$ cat src/rtl/cpc_pkg.sv
// Shared types, constants and state codes for the convex polygon line clipper.
package cpc_pkg;

	localparam int MAX_EDGES_DEF   = 16;
	localparam int COORD_BITS_DEF  = 16;
	localparam int T_FRAC_BITS_DEF = 16;

	localparam int FIELD_W      = 16;
	localparam int EDGE_CNT_W   = 5;
	localparam logic [EDGE_CNT_W-1:0] EDGE_CNT_RST = 5'd4;

	localparam logic OP_WRITE = 1'b0;
	localparam logic OP_CLIP  = 1'b1;

	localparam logic [1:0] SEL_START_X = 2'd0;
	localparam logic [1:0] SEL_START_Y = 2'd1;
	localparam logic [1:0] SEL_END_X   = 2'd2;
	localparam logic [1:0] SEL_END_Y   = 2'd3;

	typedef struct packed {
		logic               operation;
		logic [3:0]         vertex_index;
		logic signed [15:0] start_x;
		logic signed [15:0] start_y;
		logic signed [15:0] end_x;
		logic signed [15:0] end_y;
	} in_t;

	typedef struct packed {
		logic               visible;
		logic signed [15:0] clip_start_x;
		logic signed [15:0] clip_start_y;
		logic signed [15:0] clip_end_x;
		logic signed [15:0] clip_end_y;
	} out_t;

	typedef enum logic [3:0] {
		S_IDLE,
		S_RD_I,
		S_RD_J,
		S_DIFF,
		S_MUL,
		S_SUM,
		S_EVAL,
		S_DIV,
		S_DIV_FIN,
		S_LMUL,
		S_LADD,
		S_OUT
	} state_t;

	// Commands from the controller to the datapath.
	typedef struct packed {
		logic       vwr;
		logic       load;
		logic       cap_vi;
		logic       diffs;
		logic       mul;
		logic       sum;
		logic       eval;
		logic       div_step;
		logic       div_fin;
		logic       lerp_mul;
		logic       lerp_add;
		logic [1:0] lerp_sel;
		logic       out_fire;
	} cmd_t;

	// Status from the datapath to the controller.
	typedef struct packed {
		logic need_div;
	} sts_t;

endpackage

$ cat src/rtl/cpc_ctrl.sv
// Controller state machine: sequences vertex reads, edge tests, division and endpoint scaling.
module cpc_ctrl import cpc_pkg::*; #(
	parameter int MAX_EDGES   = MAX_EDGES_DEF,
	parameter int T_FRAC_BITS = T_FRAC_BITS_DEF,
	localparam int EIW = $clog2(MAX_EDGES),
	localparam int NCW = $clog2(MAX_EDGES + 1)
) (
	input  logic           clk,
	input  logic           arst_n,
	input  logic           start,
	input  logic           operation,
	input  logic [NCW-1:0] n,
	input  sts_t           sts,
	output cmd_t           cmd,
	output logic [EIW-1:0] rd_addr,
	output logic           busy,
	output logic           done
);

	localparam int CNW = $clog2(T_FRAC_BITS);

	state_t         state_q, state_d;
	logic [EIW-1:0] edge_q, edge_d;
	logic [CNW-1:0] cnt_q, cnt_d;
	logic [1:0]     sel_q, sel_d;
	logic           done_q;
	logic [NCW-1:0] edge_nxt;
	logic           last;
	logic           accept;

	assign busy     = (state_q != S_IDLE);
	assign done     = done_q;
	assign accept   = start && !busy;
	assign edge_nxt = NCW'(edge_q) + NCW'(1);
	assign last     = (edge_nxt == n);

	// State and counter registers.
	always_ff @(posedge clk or negedge arst_n) begin
		if (!arst_n) begin
			state_q <= S_IDLE;
			edge_q  <= '0;
			cnt_q   <= '0;
			sel_q   <= '0;
			done_q  <= 1'b0;
		end else begin
			state_q <= state_d;
			edge_q  <= edge_d;
			cnt_q   <= cnt_d;
			sel_q   <= sel_d;
			done_q  <= (state_q == S_OUT);
		end
	end

	// Next state and commands.
	always_comb begin
		state_d      = state_q;
		edge_d       = edge_q;
		cnt_d        = cnt_q;
		sel_d        = sel_q;
		cmd          = '0;
		cmd.lerp_sel = sel_q;
		rd_addr      = edge_q;
		case (state_q)
			S_IDLE: begin
				cmd.vwr = accept && (operation == OP_WRITE);
				if (accept && (operation == OP_CLIP)) begin
					cmd.load = 1'b1;
					edge_d   = '0;
					sel_d    = SEL_START_X;
					state_d  = (n == '0) ? S_LMUL : S_RD_I;
				end
			end
			S_RD_I: begin
				state_d = S_RD_J;
			end
			S_RD_J: begin
				rd_addr    = last ? '0 : edge_nxt[EIW-1:0];
				cmd.cap_vi = 1'b1;
				state_d    = S_DIFF;
			end
			S_DIFF: begin
				cmd.diffs = 1'b1;
				state_d   = S_MUL;
			end
			S_MUL: begin
				cmd.mul = 1'b1;
				state_d = S_SUM;
			end
			S_SUM: begin
				cmd.sum = 1'b1;
				state_d = S_EVAL;
			end
			S_EVAL: begin
				cmd.eval = 1'b1;
				if (sts.need_div) begin
					cnt_d   = '0;
					state_d = S_DIV;
				end else if (last) begin
					state_d = S_LMUL;
				end else begin
					edge_d  = edge_nxt[EIW-1:0];
					state_d = S_RD_I;
				end
			end
			S_DIV: begin
				cmd.div_step = 1'b1;
				cnt_d        = cnt_q + CNW'(1);
				if (cnt_q == CNW'(T_FRAC_BITS - 1)) begin
					state_d = S_DIV_FIN;
				end
			end
			S_DIV_FIN: begin
				cmd.div_fin = 1'b1;
				if (last) begin
					state_d = S_LMUL;
				end else begin
					edge_d  = edge_nxt[EIW-1:0];
					state_d = S_RD_I;
				end
			end
			S_LMUL: begin
				cmd.lerp_mul = 1'b1;
				state_d      = S_LADD;
			end
			S_LADD: begin
				cmd.lerp_add = 1'b1;
				sel_d        = sel_q + 2'd1;
				state_d      = (sel_q == SEL_END_Y) ? S_OUT : S_LMUL;
			end
			S_OUT: begin
				cmd.out_fire = 1'b1;
				state_d      = S_IDLE;
			end
			default: begin
				state_d = S_IDLE;
			end
		endcase
	end

endmodule

$ cat config.mk
export PLATFORM = sky130hd
export DESIGN_NAME = cpc_ctrl
export DESIGN_NICKNAME = d
export VERILOG_FILES = /design/src/rtl/cpc_pkg.sv /design/src/rtl/cpc_ctrl.sv
export SDC_FILE = /design/constraint.sdc
export NUM_CORES = 1
export LEC_CHECK = 0
export ABC_AREA = 1
export BUFFER_PORTS_ARGS = -buffer_cell sky130_fd_sc_hd__buf_2
export CELL_PAD_IN_SITES_DETAIL_PLACEMENT = 1
export CELL_PAD_IN_SITES_GLOBAL_PLACEMENT = 1
export CORE_AREA = 5 5 59 61
export CTS_BUF_LIST = sky130_fd_sc_hd__clkbuf_8
export DETAILED_ROUTE_END_ITERATION = 10
export DIE_AREA = 0 0 64 66
export GPL_TIMING_DRIVEN = 0
export PLACE_DENSITY_LB_ADDON = 0.12
export RECOVER_POWER = 50
export SLEW_MARGIN = 30
export SYNTH_ARGS = -nofsm -noshare
export SYNTH_HDL_FRONTEND = slang
export SYNTH_SLANG_ARGS = --single-unit
$ cat constraint.sdc
create_clock -name clk -period 3.7 [get_ports clk]
set_clock_uncertainty 0.15 [all_clocks]
set_input_delay 0.37 -clock clk [delete_from_list [all_inputs] [get_ports clk]]
set_output_delay 0.37 -clock clk [all_outputs]
set_load 0.01 [all_outputs]
-- Word-level counts from Yosys, hierarchy flattened
Index checks and enable logic that the tools add are counted.
- bits in read-only memories: 0
- memories kept: 0
- bits of input ports: 10
- memory bits (writable): 0
- bits in latches: 0
- output and inout bits: 20
- logic and storage cells: 70
- flip-flop bits (word level): 15
- muxes and demuxes: 29
- order comparisons: 0
- equal/unequal tests: 18
- bitwise gates (word level): 1
- divide/modulo/power cells: 0
- multipliers: 0
- reduce and logical (&&, ||, !) cells: 14
- shifts and indexed selects: 0
- $add $sub $neg: 3
- operator list (kind ; count):
    $mux W4 ; 11
    $pmux W4 S11 ; 1
    $eq A4 B4 Y1 const B ; 5
    $eq A4 B3 Y1 const B ; 4
    $pmux W4 S3 ; 1
    $mux W1 ; 11
    $eq A4 B2 Y1 const B ; 2
    $ne A2 B2 Y1 const B ; 4
    $pmux W4 S2 ; 1
    $mux W2 ; 3
    $reduce_and A2 Y1 ; 3
    $add A4 B1 Y5 const B ; 1
    $eq A5 B5 Y1 ; 1
    $logic_not A5 Y1 ; 1
    $add A4 B1 Y4 const B ; 1
    $eq A4 B1 Y1 const B ; 1
    $logic_not A4 Y1 ; 1
    $pmux W2 S2 ; 1
    $reduce_bool A2 Y1 ; 2
    $reduce_bool A4 Y1 ; 1
    $logic_and A1 B1 Y1 ; 3
    $reduce_and A3 Y1 ; 1
    $reduce_bool A3 Y1 ; 1
    $add A2 B1 Y2 const B ; 1
    other kinds (3) ; 3

-- Logic depth before layout (Yosys ltp)
Gate-level depths: netlist of the first run.
- depth after elaboration: 6
- gate-level depth with buffers: 11
- mapped depth without buffers: 11

-- Least setup slack after synthesis of the first run
Ideal clock, no wire load.
- path type: register -> output
- start: reg edge_q[1]
- end: out rd_addr[3]
- slack: 1.808 ns
- cell stages (with the launch flop): 10
- arrival time: 1.372 ns
- data required time: 3.180 ns
- path buffers: 0
- cell sequence: dfrtp_1 -> ha_1 -> inv_1 -> nand2_1 -> nand2_1 -> nand3_2 -> nor2_4 -> nand2_1 -> nand3_1 -> o21ai_0
- longest elaborated chain between the ends: 4
- RTL lines (what ; line ; text):
    start, declared ; cpc_ctrl.sv:23 ; logic [EIW-1:0] edge_q, edge_d;
    start signal, assigned ; cpc_ctrl.sv:47 ; edge_q <= edge_d;
    $add A4 B1 Y5 * ; cpc_ctrl.sv:34 ; assign edge_nxt = NCW'(edge_q) + NCW'(1);
    $eq A5 B5 Y1 ; cpc_ctrl.sv:35 ; assign last = (edge_nxt == n);
    $mux W4 * ; cpc_ctrl.sv:77 ; rd_addr = last ? '0 : edge_nxt[EIW-1:0];
    $mux W4 * ; cpc_ctrl.sv:63 ; case (state_q)
    end, declared ; cpc_ctrl.sv:15 ; output logic [EIW-1:0] rd_addr,
Mark *: on every way between the ends. The rest lies on a longest branch, timed or not.

-- Worst setup path in the final report of the first run
- start: reg edge_q[1]
- end: out rd_addr[0]
- longest elaborated chain between the ends: 4
- RTL lines (what ; line):
    $add A4 B1 Y5 ; cpc_ctrl.sv:34
    $eq A5 B5 Y1 ; cpc_ctrl.sv:35
    $mux W4 ; cpc_ctrl.sv:77
    $mux W4 ; cpc_ctrl.sv:63
No other way between the ends.

==> summary.md, run 1 <==
| Metric | Value |
|---|---|
| Synth Instances | `between 150 and 200` |
| Post-synthesis sequential area ratio | `0.331` |
| DR vias | `about 1100` |
| Layout cells sized above 1 | `0.269` |
| Arrival time worst endpoint | `1.89 ns` |
| Max IR drop VDD | `around 0.34 mV` |
| Chip height | `around 66 um` |
| Maxcap violations | `0` |
| Family with the most delay on the worst path | `simple AND/OR/NAND/NOR gates` |
| Outcome | `finished clean` |
| Cell Chain, Critical Path | `ha_1 -> nand2_1 -> nand2_1 -> nand2_1 -> nand3_2 -> nor2_4 -> nand2_1 -> nand2_1 -> o21ai_1 -> buf_2` |
| Power share of the clock group | `0.139` |
| Synthesized Nets | `between 150 and 200` |
| Clock slew at the register clock pins of the worst setup and hold paths | `0.06 ns` |
| Total chip power | `944 uW` |
| Sw Share | `0.495` |
| Critical path's slowest cell | `dfrtp_1` |
| Area grow syn2layout | `18.6%` |
| Worst hold path class | `input port to register` |
| Synthesized flop and latch total | `15` |
| Net count, final | `between 200 and 250` |
| Drt wl/cell | `about 13 um` |
| # DRC | `0` |
| Worst-margin pin slew | `approximately 0.82 ns` |
| Resized Gates After CTS | `0` |
| Synth unique cells | `25` |
| Synth Warn # | `0` |
| Grt ovf | `0` |
| Setup bufs post-CTS | `0` |
| Final hold viol count | `0` |
| CP dominant cell by count | `nand2_1` |
| Via density | `5.02` |
| Leakage | `between 0.7 and 0.8 nW` |
| Crit path kind | `register to primary output` |
| Highest-count cells in the layout ignoring fill and taps | `39 x nand2_1, 26 x buf_2, 23 x inv_1, 17 x nor2_1, 15 x dfrtp_1` |
| Worst setup SP type | `register` |
| RSZ-0062 raised after global routing | `false` |
| Tmin final | `2.41 ns` |
| Commonest non-fill, non-tap cell in the layout | `nand2_1` |
| Final Worst Setup Slack | `roughly 1.3 ns` |
| Core box area | `0.00293 sq mm` |
| Vias in the first global route | `1178` |
| Switching power | `467 uW` |
| Drt pass-1 iters | `4` |
| CP max FO | `5` |
| Io pins | `30` |
| Comb pwr share | `0.575` |
| Setup violations, final | `0` |
| Sink Count | `15` |
| Reg power frac | `0.286` |
| Clk_lat worst skew | `0.25 ns` |
| Post-route ant nets | `0` |
| Total CTS buffers | `3` |
| H-tree depth | `1` |
| Number of DRC markers in iteration 0 | `32` |
| Antenna violations before repair | `0` |
| Post-Synthesis Cell Area | `around 0.0011 sq mm` |
| Fmax | `slightly above 0.4 GHz` |
| Antenna diodes | `0` |
| CTS Root Cell | `clkbuf_8` |
| CP endpoint kind | `primary output` |
| Slew Viols, Final | `0` |
| Initial Util | `0.388` |
| Chip Width | `between 60 and 70 um` |
| Worst slack, placed | `between 1.5 and 2 ns` |
| Final HPWL from detailed placement | `around 2600 um` |
| Max incr delay on CP | `about 0.43 ns` |
| GRT Total Usage | `0.156` |
| I/O Buffers | `29` |
| P per Cell Area | `~700 mW/mm^2` |
| Worst Path Buf+Inv | `1` |
| Pint | `476 uW` |
| Required time of the critical path | `3.18 ns` |
| Site Rows | `20` |
| Longest Clk Path Bufs | `2` |
| First-pass GRT wire length | `about 5200 um` |
| RePlAce Congestion | `around 0.82` |
| Post-Route WL | `roughly 3000 um` |
| Largest net degree at the start of global routing | `16` |
| Post-Syn Area per Cell | `7.14 sq um` |
| Normalized max-slew margin | `0.455` |
| Setup_tns | `0 ns` |
| CTS tree | `yes` |
| Period Utilization, post-route | `0.651` |
| Die Footprint | `0.00422 sq mm` |
-- registers in the layout (all words and copies together) (netlist names) --
name / count
done: 1
sel_q: 2
cnt_q: 4
state_q: 4
edge_q: 4
-- power by group through the flow --
stage / logic (mW) / clock network [mW] / registers, mW
after floorplan: 0.426 / 0 / 0.269
after global placement: 0.561 / 0 / 0.271
after detailed placement: 0.587 / 0 / 0.277
after CTS: 0.590 / 0.136 / 0.274
after global routing: 0.624 / 0.142 / 0.279
final: 0.542 / 0.132 / 0.270
-- worst reg2reg max path, delay by kind of cell (launching register included) --
kind	cells	cell delay [ns]
and+or+nand+nor	8	1.32
DFF	1	0.42
buffers and inverters	2	0.12
-- cell families after synthesis --
group	count (synthesis)	synth area share
AND/OR/NAND/NOR	90	0.431
buffers and inverters	30	0.100
AO/OA/AOI/OAI	20	0.0970
flip-flops	15	0.331
adder cells (fa/ha/maj)	3	0.0331
XOR/XNOR	1	0.00772
-- timing repair --
action | CTS | global route
endpoints found under the hold margin | 15 | 0
hold buffers | 1 | 0
setup endpoints to repair | 0 | 0
-- synth_stat cells (all sizes together) --
master | count | share of area
o22ai | 1 | 0.0055
xor2 | 1 | 0.0077
ha | 3 | 0.033
nand3 | 18 | 0.11
buf | 1 | 0.0044
o21ai | 12 | 0.060
dfrtp | 15 | 0.33
a21oi | 6 | 0.026
nor3 | 2 | 0.0088
nand4 | 3 | 0.017
nand2 | 46 | 0.18
nand3b | 1 | 0.0066
nor2 | 20 | 0.11
a31oi | 1 | 0.0055
inv | 29 | 0.096
-- final cells by class --
class / count / area [sq um]
buffer: 1 / 5.00
timing repair buffer: 30 / 150
clock buffer: 3 / 41.3
tap: 33 / 41.3
sequential: 15 / 375
inverter: 29 / 109
clock inverter: 1 / 5.00
multi-input combinational: 114 / 619
fill: 409 / 1580
-- routing by layer --
metal | wire length, um | vias up | part of all wire | track usage
met5 | 0 | - | 0 | 0
met4 | 20 | 0 | 0.0066 | 0.0571
met3 | 106 | 2 | 0.035 | 0.0204
met2 | 1460 | 18 | 0.48 | 0.266
met1 | 1470 | 536 | 0.48 | 0.199
li1 | - | 579 | - | -
-- stage by stage --
stage | instances | utilization | hold WS [ns] | instance area [sq um]
finish | 226 | 0.460 | 0.326 | 1350
global route | 226 | 0.460 | 0.348 | 1350
CTS | 226 | 0.471 | 0.325 | 1380
detailed placement | 221 | 0.451 | 0.143 | 1320
global placement | 221 | 0.451 | 0.144 | 1320
floorplan | 159 | - | -0.0756 | 1130
-- final timing paths --
check | start | end | slack (ns) | cells after the start
setup reg to reg | state_q[0] | edge_q[1] | 1.57 | 10
max in group asynchronous | arst_n | state_q[1] | 2.31 | 2
min in group asynchronous | arst_n | sel_q[1] | 0.58 | 2
hold / removal | start | sel_q[1] | 0.33 | 4
hold reg to reg | state_q[2] | done | 0.35 | 1
setup / recovery | edge_q[1] | rd_addr[0] | 1.29 | 10
No activity file was read; power rests on OpenSTA's default activity.
==> run 2, diff against run 1 <==
--- a/config.mk
+++ b/config.mk
@@ -9,10 +9,10 @@
 export BUFFER_PORTS_ARGS = -buffer_cell sky130_fd_sc_hd__buf_2
 export CELL_PAD_IN_SITES_DETAIL_PLACEMENT = 1
 export CELL_PAD_IN_SITES_GLOBAL_PLACEMENT = 1
-export CORE_AREA = 5 5 59 61
+export CORE_AREA = 5 5 61 63
 export CTS_BUF_LIST = sky130_fd_sc_hd__clkbuf_8
 export DETAILED_ROUTE_END_ITERATION = 10
-export DIE_AREA = 0 0 64 66
+export DIE_AREA = 0 0 66 68
 export GPL_TIMING_DRIVEN = 0
 export PLACE_DENSITY_LB_ADDON = 0.12
 export RECOVER_POWER = 50
==> constraint.sdc (replaced) <==
create_clock -name clk -period 2.45 [get_ports clk]
set_clock_uncertainty 0.15 [all_clocks]
set_input_delay 0.245 -clock clk [delete_from_list [all_inputs] [get_ports clk]]
set_output_delay 0.245 -clock clk [all_outputs]
set_load 0.01 [all_outputs]
==> summary.md, run 2 (synthesis results as in run 1) <==
| Metric | Value |
|---|---|
| Highest-count cells in the layout ignoring fill and taps | `39 x nand2_1, 26 x buf_2, 23 x inv_1, 16 x nor2_1` |
| Via density | `4.75` |
| Drt pass-1 iters | `4` |
| Period Utilization, post-route | `0.925` |
| Clk_lat worst skew | `0.24 ns` |
| I/O Buffers | `29` |
| # DRC | `0` |
| Site Rows | `21` |
| Fmax | `0.441 GHz` |
| Io pins | `30` |
| Worst setup SP type | `register` |
| Die Footprint | `approximately 0.0045 sq mm` |
| Net count, final | `slightly above 200` |
| Core box area | `between 0.003 and 0.004 sq mm` |
| Worst hold path class | `input port to register` |
| Post-Route WL | `2970 um` |
| DP Cell Count | `approximately 230` |
| Storage cell area | `375 sq um` |
| Grt met3 use | `0.0181` |
| Worst-margin pin slew | `approximately 0.83 ns` |
| Outcome | `finished clean` |
| P per Cell Area | `1040 mW/mm^2` |
| CTS tree | `yes` |
| Multi-input logic area | `609 sq um` |
| Slew Viols, Final | `0` |
| CTS Root Cell | `clkbuf_8` |
| Met1 Use GR | `0.187` |
| Total CTS buffers | `3` |
| Grt ovf | `0` |
| CP max FO | `5` |
| Antenna violations before repair | `0` |
| R2r startpoint | `state_q[0]` |
| Setup violations, final | `0` |
| CP endpoint kind | `primary output` |
| Final HPWL from detailed placement | `approximately 2600 um` |
| Met2 Track Usage GR | `0.258` |
| Normalized max-slew margin | `0.445` |
| Final hold viol count | `0` |
| Final instance area | `around 0.0014 sq mm` |
| Required time of the critical path | `~2.1 ns` |
| Worst Setup SP | `edge_q[1]` |
| Arrival time worst endpoint | `1.87 ns` |
| Area post-placement | `approximately 0.0013 sq mm` |
| First-pass GRT wire length | `5160 um` |
| Area grow syn2layout | `19.2%` |
| Total chip power | `around 1.4 mW` |
| Vias in the first global route | `1167` |
| Chip Width | `~66 um` |
| DR vias | `around 1100` |
| Commonest non-fill, non-tap cell in the layout | `nand2_1` |
| Number of DRC markers in iteration 0 | `34` |
| Largest net degree at the start of global routing | `16` |
| Leakage | `about 0.76 nW` |
| Sink Count | `15` |
| Fin cells | `~240` |
| Max IR drop VDD | `around 0.49 mV` |
| Setup_tns | `0 ns` |
| Crit path kind | `register to primary output` |
| Final hold slack | `~0.20 ns` |
| Maxcap violations | `0` |
| Layout cells sized above 1 | `0.269` |
| Setup bufs post-CTS | `0` |
| Post-route ant nets | `0` |
| Chip height | `approximately 68 um` |
| Clock slew at the register clock pins of the worst setup and hold paths | `0.06 ns` |
| Most Used Layer, Global Route | `met2` |
| RSZ-0062 raised after global routing | `false` |
| GRT Total Usage | `0.146` |
| HP Start | `sts` |
| Antenna diodes | `0` |
| RePlAce Congestion | `a little under 0.8` |
| Regs by FF count | `cnt_q: 4 flops, edge_q: 4 flops, state_q: 4 flops` |
| Fill count | `424` |
| Tmin final | `roughly 2.3 ns` |
| H-tree depth | `1` |
| Drt wl/cell | `12.4 um` |
| Initial Util | `0.357` |
| Longest Clk Path Bufs | `2` |
## run 2: power by group
group          internal [mW]  leakage [nW]  switching [mW]
sequential             0.330         0.199          0.0763
clock                  0.112        0.0255          0.0835
combinational          0.275         0.540           0.532
## run 2: per-stage QoR
| step | util | setup WS [ns] |
|---|---|---|
| finish | 0.425 | 0.183 |
| global route | 0.425 | 0.00110 |
| CTS | 0.438 | 0.138 |
| detailed placement | 0.421 | 0.410 |
| global placement | 0.421 | 0.440 |
| floorplan | - | 0.683 |
## run 2: worst paths after layout
path / depth (start not counted) / slack [ns] / end
min in group asynchronous: 2 / 0.46 / state_q[3]
worst min-delay path: 4 / 0.20 / state_q[3]
max in group asynchronous: 2 / 1.17 / cnt_q[1]
worst max register to register: 10 / 0.30 / edge_q[2]
worst min register to register: 1 / 0.36 / done
worst max-delay path: 10 / 0.18 / rd_addr[2]
## run 2: area by class of cell
class                           count  area share
Buffer                              1     0.00370
Clock buffer                        3      0.0305
Tap cell                           46      0.0426
Sequential cell                    15       0.278
Multi-Input combinational cell    114       0.451
Timing Repair Buffer               30       0.111
Clock inverter                      1     0.00370
Inverter                           29      0.0805
## run 2: repair_timing
item / 4_1_cts / 5_1_grt
resized for setup: 0 / 0
hold buffers: 1 / 0
setup endpoints to repair: 0 / 0
endpoints found under the hold margin: 15 / 0
## run 2: metal layers
layer | vias up | share of wire
li1 | 570 | -
met4 | 0 | 0.0057
met3 | 2 | 0.046
met5 | - | 0
met1 | 543 | 0.46
met2 | 20 | 0.49
## run 2: critical path: stages (launching register included)
cell     delay [ns]
dfrtp_1        0.43
ha_1           0.31
inv_1          0.11
nand2_1        0.07
nand2_1        0.07
nand3_2        0.10
nor2_4         0.16
nand2_1        0.09
nand2_1        0.11
o21ai_1        0.06
buf_2          0.14
